[config.mk]
export PLATFORM = sky130hd
export DESIGN_NAME = grib_message_framer
export DESIGN_NICKNAME = d
export VERILOG_FILES = /design/src/rtl/gmf_pkg.sv /design/src/rtl/grib_message_framer.sv /design/src/rtl/gmf_scan.sv /design/src/rtl/gmf_outq.sv
export SDC_FILE = /design/constraint.sdc
export NUM_CORES = 1
export LEC_CHECK = 0
export BUFFER_PORTS_ARGS = -buffer_cell sky130_fd_sc_hd__buf_4
export CORE_MARGIN = 5
export CORE_UTILIZATION = 50
export DETAILED_ROUTE_END_ITERATION = 8
export PLACE_DENSITY = 0.68
export SLEW_MARGIN = 25
export SYNTH_ARGS = -nofsm -noshare
export SYNTH_HDL_FRONTEND = slang
export SYNTH_SLANG_ARGS = --single-unit
[constraint.sdc]
create_clock -name clk_i -period 8.05 [get_ports clk_i]
set_input_delay 1.2075 -clock clk_i [delete_from_list [all_inputs] [get_ports clk_i]]
set_output_delay 1.2075 -clock clk_i [all_outputs]
set_load 0.1 [all_outputs]
[src/rtl/gmf_pkg.sv]
package gmf_pkg;

  // Scanner states
  typedef enum logic [2:0] {
    S_SEARCH = 3'd0,
    S_G      = 3'd1,
    S_GR     = 3'd2,
    S_GRI    = 3'd3,
    S_BODY   = 3'd4,
    S_S7     = 3'd5,
    S_S77    = 3'd6,
    S_S777   = 3'd7
  } scan_e;

  // Result status codes
  typedef enum logic [2:0] {
    STAT_OK       = 3'd0,
    STAT_BAD_ED   = 3'd1,
    STAT_LEN_BIG  = 3'd2,
    STAT_NO_END   = 3'd3,
    STAT_TOO_LONG = 3'd4,
    STAT_BUF_LIM  = 3'd5
  } status_e;

  localparam logic [7:0]  CH_G  = 8'h47;
  localparam logic [7:0]  CH_R  = 8'h52;
  localparam logic [7:0]  CH_I  = 8'h49;
  localparam logic [7:0]  CH_B  = 8'h42;
  localparam logic [7:0]  CH_7  = 8'h37;

  localparam logic [7:0]  ED_MAX         = 8'd2;
  localparam logic [1:0]  ED_LONG_LEN    = 2'd2;
  localparam logic [31:0] LEN_END_SHORT  = 32'd8;
  localparam logic [31:0] LEN_END_LONG   = 32'd16;
  localparam logic [31:0] MAX_BYTES_RST  = 32'd1000000;

  // One queue entry: either a single result or the four-byte start marker
  typedef struct packed {
    logic          marker;
    logic [7:0]    data;
    logic          last;
    status_e       status;
    logic [1:0]    edition;
    logic [31:0]   length;
  } entry_t;

  function automatic logic [7:0] marker_byte(input logic [1:0] idx);
    logic [7:0] b;
    case (idx)
      2'd0:    b = CH_G;
      2'd1:    b = CH_R;
      2'd2:    b = CH_I;
      default: b = CH_B;
    endcase
    return b;
  endfunction

endpackage

[src/rtl/grib_message_framer.sv]
// Channel  | Handshake                 | Payload
// ---------+---------------------------+----------------------------------------
// input    | in_valid_i / in_stall_o   | data_byte_i
// output   | out_valid_o / out_stall_i | out_byte_o, first_byte_o, last_byte_o,
//          |                           | status_o, edition_o, message_length_o
// config   | cfg_valid_i / cfg_ready_o | max_message_bytes_i
//
// One byte is taken per cycle while in_stall_o is low; each result is registered
// in the result queue before output. A completed start marker yields four results,
// so the output side sets the pace: the two-entry queue fills and input stalls.
// in_stall_o comes from the queue fill count alone, with no path from out_stall_i.
// Reset returns the scanner to searching and sets the size limit to 1000000.
module grib_message_framer (
  input  logic         clk_i,
  input  logic         rst_ni,
  input  logic         in_valid_i,
  output logic         in_stall_o,
  input  logic [7:0]   data_byte_i,
  output logic         out_valid_o,
  input  logic         out_stall_i,
  output logic [7:0]   out_byte_o,
  output logic         first_byte_o,
  output logic         last_byte_o,
  output logic [2:0]   status_o,
  output logic [1:0]   edition_o,
  output logic [31:0]  message_length_o,
  input  logic         cfg_valid_i,
  output logic         cfg_ready_o,
  input  logic [31:0]  max_message_bytes_i
);
  import gmf_pkg::*;

  logic [31:0] max_bytes_q;
  logic        in_fire;
  logic        push;
  logic        full;
  entry_t      entry;

  assign cfg_ready_o = 1'b1;
  assign in_stall_o  = full;
  assign in_fire     = in_valid_i && !full;

  // Hold the size limit
  always_ff @(posedge clk_i or negedge rst_ni) begin
    if (!rst_ni) begin
      max_bytes_q <= MAX_BYTES_RST;
    end else if (cfg_valid_i && cfg_ready_o) begin
      max_bytes_q <= max_message_bytes_i;
    end
  end

  gmf_scan u_scan (
    .clk_i       (clk_i),
    .rst_ni      (rst_ni),
    .in_fire_i   (in_fire),
    .data_byte_i (data_byte_i),
    .max_bytes_i (max_bytes_q),
    .push_o      (push),
    .entry_o     (entry)
  );

  gmf_outq u_outq (
    .clk_i            (clk_i),
    .rst_ni           (rst_ni),
    .push_i           (push),
    .entry_i          (entry),
    .full_o           (full),
    .out_valid_o      (out_valid_o),
    .out_stall_i      (out_stall_i),
    .out_byte_o       (out_byte_o),
    .first_byte_o     (first_byte_o),
    .last_byte_o      (last_byte_o),
    .status_o         (status_o),
    .edition_o        (edition_o),
    .message_length_o (message_length_o)
  );

endmodule

[src/rtl/gmf_scan.sv]
module gmf_scan (
  input  logic             clk_i,
  input  logic             rst_ni,
  input  logic             in_fire_i,
  input  logic [7:0]       data_byte_i,
  input  logic [31:0]      max_bytes_i,
  output logic             push_o,
  output gmf_pkg::entry_t  entry_o
);
  import gmf_pkg::*;

  scan_e       state_q, state_d;
  logic [31:0] count_q, count_d;
  logic [1:0]  ed_q, ed_d;
  logic        known_q, known_d;
  logic [23:0] short_q, short_d;
  logic [31:0] decl_q, decl_d;

  logic [31:0] count_inc;
  logic [31:0] len_end_cur;
  logic [31:0] len_end_n;
  logic [23:0] hold_n;
  logic [31:0] decl_a;
  logic [31:0] decl_n;
  logic [1:0]  ed_n;
  logic        known_n;
  logic        at8;
  logic        bad_ed;

  // Header field capture for the byte being taken
  always_comb begin
    count_inc   = count_q + 32'd1;
    len_end_cur = (ed_q == ED_LONG_LEN) ? LEN_END_LONG : LEN_END_SHORT;
    hold_n      = (count_inc >= 32'd5 && count_inc <= 32'd7) ?
                  {short_q[15:0], data_byte_i} : short_q;
    decl_a      = (known_q && ed_q == ED_LONG_LEN && count_inc >= 32'd13 &&
                   count_inc <= 32'd16) ? {decl_q[23:0], data_byte_i} : decl_q;
    at8         = (count_inc == 32'd8);
    bad_ed      = at8 && (data_byte_i > ED_MAX);
    ed_n        = at8 ? data_byte_i[1:0] : ed_q;
    known_n     = at8 ? 1'b1 : known_q;
    decl_n      = (at8 && data_byte_i < ED_MAX) ? {8'd0, short_q} : decl_a;
    len_end_n   = (ed_n == ED_LONG_LEN) ? LEN_END_LONG : LEN_END_SHORT;
  end

  // Next state and result entry
  always_comb begin
    state_d = state_q;
    count_d = count_q;
    ed_d    = ed_q;
    known_d = known_q;
    short_d = short_q;
    decl_d  = decl_q;
    push_o  = 1'b0;
    entry_o = '0;
    entry_o.status = STAT_OK;
    if (in_fire_i) begin
      unique case (state_q)
        S_SEARCH: state_d = (data_byte_i == CH_G) ? S_G : S_SEARCH;
        S_G:      state_d = (data_byte_i == CH_R) ? S_GR : S_SEARCH;
        S_GR:     state_d = (data_byte_i == CH_I) ? S_GRI : S_SEARCH;
        S_GRI: begin
          if (data_byte_i == CH_B) begin
            push_o         = 1'b1;
            entry_o.marker = 1'b1;
            count_d        = 32'd4;
            ed_d           = 2'd0;
            known_d        = 1'b0;
            short_d        = '0;
            decl_d         = '0;
            state_d        = S_BODY;
          end else begin
            state_d = S_SEARCH;
          end
        end
        S_BODY, S_S7, S_S77, S_S777: begin
          push_o = 1'b1;
          if (count_q >= max_bytes_i) begin
            // Drop the byte and abort on the buffer limit
            entry_o.last    = 1'b1;
            entry_o.status  = STAT_BUF_LIM;
            entry_o.edition = known_q ? ed_q : 2'd0;
            entry_o.length  = (known_q && count_q >= len_end_cur) ? decl_q : 32'd0;
            state_d         = S_SEARCH;
          end else begin
            count_d      = count_inc;
            entry_o.data = data_byte_i;
            if (state_q == S_BODY) begin
              short_d = hold_n;
              decl_d  = decl_n;
              if (bad_ed) begin
                known_d        = 1'b0;
                entry_o.last   = 1'b1;
                entry_o.status = STAT_BAD_ED;
                state_d        = S_SEARCH;
              end else begin
                ed_d    = ed_n;
                known_d = known_n;
                if (known_n && count_inc == len_end_n && decl_n > max_bytes_i) begin
                  entry_o.last    = 1'b1;
                  entry_o.status  = STAT_LEN_BIG;
                  entry_o.edition = ed_n;
                  entry_o.length  = decl_n;
                  state_d         = S_SEARCH;
                end else if (known_n && count_inc > len_end_n) begin
                  if (data_byte_i == CH_7) begin
                    state_d = S_S7;
                  end
                  if (count_inc > decl_n) begin
                    entry_o.last    = 1'b1;
                    entry_o.status  = STAT_NO_END;
                    entry_o.edition = ed_n;
                    entry_o.length  = decl_n;
                    state_d         = S_SEARCH;
                  end
                end
              end
            end else if (state_q == S_S7 || state_q == S_S77) begin
              // Advance through the end marker run
              if (data_byte_i == CH_7) begin
                state_d = (state_q == S_S7) ? S_S77 : S_S777;
              end else begin
                state_d = S_BODY;
              end
            end else begin
              if (data_byte_i == CH_7) begin
                if (count_inc >= decl_q) begin
                  entry_o.last    = 1'b1;
                  entry_o.status  = (count_inc > decl_q) ? STAT_TOO_LONG : STAT_OK;
                  entry_o.edition = ed_q;
                  entry_o.length  = decl_q;
                  state_d         = S_SEARCH;
                end
              end else begin
                state_d = S_BODY;
              end
            end
          end
        end
        default: state_d = S_SEARCH;
      endcase
    end
  end

  // Scanner registers
  always_ff @(posedge clk_i or negedge rst_ni) begin
    if (!rst_ni) begin
      state_q <= S_SEARCH;
      count_q <= '0;
      ed_q    <= '0;
      known_q <= 1'b0;
      short_q <= '0;
      decl_q  <= '0;
    end else begin
      state_q <= state_d;
      count_q <= count_d;
      ed_q    <= ed_d;
      known_q <= known_d;
      short_q <= short_d;
      decl_q  <= decl_d;
    end
  end

endmodule

[src/rtl/gmf_outq.sv]
module gmf_outq (
  input  logic             clk_i,
  input  logic             rst_ni,
  input  logic             push_i,
  input  gmf_pkg::entry_t  entry_i,
  output logic             full_o,
  output logic             out_valid_o,
  input  logic             out_stall_i,
  output logic [7:0]       out_byte_o,
  output logic             first_byte_o,
  output logic             last_byte_o,
  output logic [2:0]       status_o,
  output logic [1:0]       edition_o,
  output logic [31:0]      message_length_o
);
  import gmf_pkg::*;

  entry_t      ent_q [2];
  logic        wr_q;
  logic        rd_q;
  logic [1:0]  cnt_q, cnt_d;
  logic [1:0]  burst_q;
  entry_t      head;
  logic        out_fire;
  logic        head_done;

  assign head        = ent_q[rd_q];
  assign out_valid_o = (cnt_q != 2'd0);
  assign full_o      = (cnt_q == 2'd2);
  assign out_fire    = out_valid_o && !out_stall_i;
  assign head_done   = out_fire && (!head.marker || burst_q == 2'd3);

  // Expand a marker entry into its four bytes
  always_comb begin
    if (head.marker) begin
      out_byte_o       = marker_byte(burst_q);
      first_byte_o     = (burst_q == 2'd0);
      last_byte_o      = 1'b0;
      status_o         = STAT_OK;
      edition_o        = 2'd0;
      message_length_o = 32'd0;
    end else begin
      out_byte_o       = head.data;
      first_byte_o     = 1'b0;
      last_byte_o      = head.last;
      status_o         = head.status;
      edition_o        = head.edition;
      message_length_o = head.length;
    end
  end

  assign cnt_d = cnt_q + {1'b0, push_i} - {1'b0, head_done};

  // Entry storage
  always_ff @(posedge clk_i) begin
    if (push_i) begin
      ent_q[wr_q] <= entry_i;
    end
  end

  // Pointers, fill count and marker position
  always_ff @(posedge clk_i or negedge rst_ni) begin
    if (!rst_ni) begin
      wr_q    <= 1'b0;
      rd_q    <= 1'b0;
      cnt_q   <= '0;
      burst_q <= '0;
    end else begin
      cnt_q <= cnt_d;
      if (push_i) begin
        wr_q <= !wr_q;
      end
      if (head_done) begin
        rd_q    <= !rd_q;
        burst_q <= '0;
      end else if (out_fire) begin
        burst_q <= burst_q + 2'd1;
      end
    end
  end

endmodule

# After elaboration in Yosys (flattened, before gate mapping)

Memories as Yosys holds them, arrays and structs flattened.
Index checks and enable logic that the tools add are counted.

Reductions and logical operators: 31
Eq/ne operators: 28
Mux-type cells: 76
Add/subtract/negate cells: 4
Order comparisons: 13

Operators by type and width:

| operator                | number |
|---|---|
| $mux W38                | 8 |
| $mux W32                | 9 |
| $gt A32 B32 Y1          | 4 |
| $pmux W32 S2            | 2 |
| $ge A32 B32 Y1          | 3 |
| $mux W24                | 4 |
| $pmux W24 S2            | 1 |
| $mux W47                | 1 |
| $mux W46                | 1 |
| $mux W3                 | 14 |
| $mux W34                | 1 |
| $add A32 B1 Y32 const B | 1 |
| $eq A32 B32 Y1          | 1 |
| $eq A32 B4 Y1 const B   | 1 |
| $eq A8 B7 Y1 const B    | 4 |
| $ge A32 B3 Y1 const B   | 1 |
| $ge A32 B4 Y1 const B   | 1 |
| $le A32 B3 Y1 const B   | 1 |
| $le A32 B5 Y1 const B   | 1 |
| $mux W2                 | 11 |
| $mux W8                 | 2 |
| $pmux W3 S5             | 1 |
| $pmux W5 S3             | 1 |
| $mux W1                 | 14 |
| other kinds (29)        | 64 |

Flip-flop bits (word level): 132
RAM bits: 94
Word-level logic and storage cells: 164
Memories: 1

Memory list:

| name         | words | width | rd ports | clocked after memory_dff | write ports | RTL line       | text |
|---|---|---|---|---|---|---|---|
| u_outq.ent_q | 2     | 47    | 1        | 0                        | 1           | gmf_outq.sv:18 | `entry_t ent_q [2];` |

# Logic depth before layout (Yosys ltp)

Depth in word-level cells: 15
Gate-level depth with buffers: 30
Mapped depth without buffers: 25

# Cells and area by module

A second synthesis with hierarchy kept.

Cells, all modules: 1592
Area total of the unflattened synthesis: 15383.5 sq um

By module, submodules not included:

| module              | sequential area each (sq um) | cells an instance | area an instance (sq um) | instances |
|---|---|---|---|---|
| gmf_scan            | 2352.3                       | 1277              | 10022.1                  | 1 |
| gmf_outq            | 2972.9                       | 244               | 3990.1                   | 1 |
| grib_message_framer | 809.5                        | 71                | 1371.3                   | 1 |

# Worst setup path before layout

No wires, ideal clock.

Path type: reg-to-reg
From: reg u_scan.count_q[0]
To: mem u_outq.ent_q[0][27] (netlist bit) (data pin)
Cell stages (with the launch flop): 30
Arrival: 6227 ps
Period minus slack after synthesis: 6482 ps
Library setup time: 255 ps
Path slack: 1568 ps
Cells stage by stage: dfrtp_1 > ha_1 > nand3_1 > or4_4 > nor3_1 > xor2_1 > or4_1 > or4_1 > buf_2 > buf_6 > nor2b_1 > buf_2 > clkbuf_1 > nand2_1 > o211ai_1 > o21ai_1 > ha_1 > a21o_1 > a21o_1 > a21o_1 > a21o_1 > a21o_1 > a21o_1 > a21o_1 > o32ai_2 > a211oi_2 > o21bai_2 > nand2_4 > buf_6 > a2bb2o_4

RTL lines:

| what                     | RTL line        | text |
|---|---|---|
| start: declaration       | gmf_scan.sv:13  | `logic [31:0] count_q, count_d;` |
| start signal: assignment | gmf_scan.sv:156 | `count_q <= count_d;` |
| end: declaration         | gmf_outq.sv:18  |  |

==> impl_metrics.json <==
{
  "insertion_delay_ns": 0.53,
  "dieArea_mm2": 0.03331,
  "fin_util": 0.5665,
  "chipHeight_um": 182.5,
  "routedWlPerCell_um": 20.51,
  "setup_tns_ns": 0,
  "clockBufferDepth": 3,
  "drt-total-wl_um": 41950,
  "drc": 0,
  "dr.pass1.iters": 6,
  "cp.depth": 24,
  "synth_fp_nets": 1774,
  "status": "completed",
  "async_reset_ff_frac": 0.5841,
  "antenna_found_initial": 0,
  "routabilityCongestion": 0.9343,
  "cp.required_ns": 8.35,
  "gr-usage-all-layers": 0.2483,
  "netlist_area_mm2": 0.01488,
  "syn_inst": 1587,
  "finalSetupViolations": 0,
  "muxShareOfSynthArea": 0.03456,
  "synth_compound_area_frac": 0.1884,
  "antenna_left": 0,
  "slew_violations": 0,
  "max_freq_mhz": 134.7,
  "cp_max_fo": 48,
  "synth_area_leader_cell": "dfrtp_1",
  "syn_to_final_growth_pct": 12.22,
  "n_fill_cell": 2602,
  "hold_class": "reg2reg",
  "multi_input_area_mm2": 0.007964,
  "syn_area_per_cell_um2": 9.377,
  "yosys.area_share.simple": 0.1710,
  "r2r_cells": 24,
  "seqCellArea_mm2": 0.006136,
  "rsz0062_at_grt": "no",
  "critical_path_class": "reg2reg",
  "tritoncts": "built",
  "p_total_w": 0.003510,
  "grt_pass1_wl_um": 66270,
  "drv_cap": 0,
  "clk_pin_slew_ns": 0.06,
  "dpl_cell_area_mm2": 0.01587,
  "worstSetupEndpointType": "flip-flop",
  "yosys_warnings": 0,
  "holdWs_ns": 0.5198,
  "peakVddDrop_v": 0.0002076,
  "via_per_inst": 5.965,
  "synthAdderAreaFrac": 0.1194,
  "clockRootBuffer": "clkbuf_16",
  "cp_top_family": "simple AND/OR/NAND/NOR gates",
  "die_w_um": 182.5,
  "yosys.area.top_type_share": 0.2102,
  "hpwl_um": 31300,
  "grt_pass1_vias": 11720,
  "grt_start_max_net_pins": 68,
  "p_leak_nw": 7.532,
  "synth_top_family_by_area": "compound AO/OA/AOI/OAI gates",
  "fin_crit_ns": 7.425,
  "overflow": 0,
  "max-slew-margin-rel": 0.3862,
  "yosys.area_share.xor_xnor": 0.01766,
  "max_stage_delay_ns": 0.61,
  "yosysUniqueCellTypes": 85,
  "cp-start-kind": "flip-flop",
  "drt-initial-drc-count": 1104,
  "rrSetupSlack_ns": 0.62,
  "synth.area.top_cells": "dfrtp_1 (21%), edfxtp_1 (19%), ha_1 (12%), nand2_1 (5.3%), o21ai_0 (4.4%)",
  "cts.sinks": 226,
  "path_cells": "ha_1 -> nand3_1 -> or4_4 -> nor4_1 -> xor2_1 -> or4_1 -> or4_4 -> nand4b_1 -> buf_4 -> o211ai_1 -> o21ai_0 -> ha_1 -> a21oi_1 -> nor2b_1 -> o21ai_0 -> nand2b_1 -> a21oi_1 -> a21o_1 -> a211o_1 -> o31a_1 -> a211oi_2 -> o21bai_2 -> nand2_4 -> o2bb2ai_1",
  "critPathSlowestCell": "dfrtp_1",
  "hold_buffers": 0,
  "hold_viol": 0,
  "htree_levels": 1,
  "ys.flop_type": "dfrtp_1",
  "worst_pin_slew_ns": 0.9190,
  "hold_path_depth": 1,
  "dr_total_vias": 12200,
  "start_util": 0.5048,
  "synth_enable_flop_cells": 94,
  "cp.arrival_ns": 7.73,
  "num_rows": 63,
  "diodes": 0,
  "core_area_mm2": 0.02948,
  "worst-path-buf-inv": 1,
  "drive_gt1_frac": 0.1269,
  "portBuffers": 93,
  "synth-seq-cells": 226,
  "post-route-cell-area_mm2": 0.01670,
  "io_pins": 95,
  "final_net_count": 1824,
  "period_share": 0.9224,
  "power_density_mw_per_mm2": 210.2,
  "skew_ns": 0.02020,
  "cts_buffers": 24,
  "ys_seq_area_frac": 0.4122
}
-- through the flow --
step / setup WS [ns] / instances
after floorplan: 1.568 / 1587
after global placement: 0.6416 / 1997
after detailed placement: 0.4199 / 1998
after CTS: 0.4074 / 2042
after global routing: 0.1935 / 2045
final: 0.6247 / 2045
-- cell type report --
| class | instances | area share |
|---|---|---|
| flip-flops and latches | 226 | 0.3674 |
| clock buffers | 32 | 0.04023 |
| well taps | 390 | 0.02922 |
| multi-input cells | 1153 | 0.4769 |
| inverters | 117 | 0.02630 |
| clock inverters | 12 | 0.007417 |
| repair buffers | 115 | 0.05252 |
-- state kept, by name, summed over array words and instances (netlist names) --
signal and cells:
max_bytes_q 32, u_outq.burst_q 2, u_outq.cnt_q 2, u_outq.ent_q 94, u_outq.rd_q 1, u_outq.wr_q 1
u_scan.count_q 32, u_scan.decl_q 32, u_scan.ed_q 2, u_scan.known_q 1, u_scan.short_q 24, u_scan.state_q 3
-- synthesized netlist by cell type (all sizes together) (20+ instances only) --
cell	number
nor3	31
nand2	213
a21o	49
clkbuf	75
ha	142
a22o	20
nand3	31
o21ai	161
nand4	40
a21oi	30
dfrtp	125
inv	116
mux2i	48
edfxtp	94
o211ai	32
nor2	93
o2bb2ai	24
-- layer usage --
metal	share of wire	vias up	wire length (um)	GRT usage
met4	0.022	0	924	0.04743
met5	0	-	0	0
met3	0.069	70	2878	0.02990
li1	-	5827	-	-
met1	0.47	5858	19550	0.3766
met2	0.44	443	18600	0.3863
-- worst reg2reg max path, cell delays in order (launching register included) --
cell and delay (ns):
dfrtp_1 0.61, ha_1 0.36, nand3_1 0.19, or4_4 0.51, nor4_1 0.30, xor2_1 0.25, or4_1 0.50, or4_4 0.55
nand4b_1 0.33, buf_4 0.35, o211ai_1 0.17, o21ai_0 0.23, ha_1 0.38, a21oi_1 0.07, nor2b_1 0.10, o21ai_0 0.08
nand2b_1 0.07, a21oi_1 0.08, a21o_1 0.18, a211o_1 0.28, o31a_1 0.32, a211oi_2 0.30, o21bai_2 0.23, nand2_4 0.29
o2bb2ai_1 0.44
-- repair_timing --
item / in CTS / in global routing
setup endpoints to repair: 0 / 65
setup buffers: 0 / 2
resized for setup: 0 / 2
-- where the power goes --
| part | switching (W) | total (W) | internal, W |
|---|---|---|---|
| clock network | 0.000472 | 0.00112 | 0.000652 |
| registers | 0.0000622 | 0.00130 | 0.00124 |
| logic | 0.000732 | 0.00108 | 0.000352 |
-- path summary, 6_finish.rpt --
check | from | to
hold / removal | u_scan.short_q[18]$_DFFE_PN0P_ | u_scan.short_q[18]$_DFFE_PN0P_
max in group asynchronous | rst_ni | u_scan.short_q[19]$_DFFE_PN0P_
setup reg to reg | u_scan.count_q[0]$_DFFE_PN0P_ | u_outq.ent_q[0][16]$_DFFE_PP_
setup / recovery | u_scan.count_q[0]$_DFFE_PN0P_ | u_outq.ent_q[0][16]$_DFFE_PP_
hold reg to reg | u_scan.short_q[18]$_DFFE_PN0P_ | u_scan.short_q[18]$_DFFE_PN0P_
min in group asynchronous | rst_ni | u_outq.burst_q[1]$_DFFE_PN0P_
-- logic make-up after synthesis --
kind of cell             after synthesis
AND/OR/NAND/NOR                      521
AO/OA/AOI/OAI                        407
flip-flops                           226
buffers and inverters                209
adder cells (fa/ha/maj)              142
multiplexers                          51
XOR/XNOR                              30
other                                  1
-- cell usage in the layout (no fill, tap or decap), types with 20 or more instances in the layout --
cell	n
nand2_1	211
ha_1	142
o21ai_0	131
dfrtp_1	124
inv_1	116
buf_4	112
edfxtp_1	94
nor2_1	91
a21o_1	49
mux2i_1	48
nand4_1	39
o211ai_1	32
nor3_1	29
a21oi_1	29
nand3_1	28
o21ai_1	27
clkbuf_16	25
o2bb2ai_1	24
a22o_1	20
No activity file was read; power rests on OpenSTA's default activity.
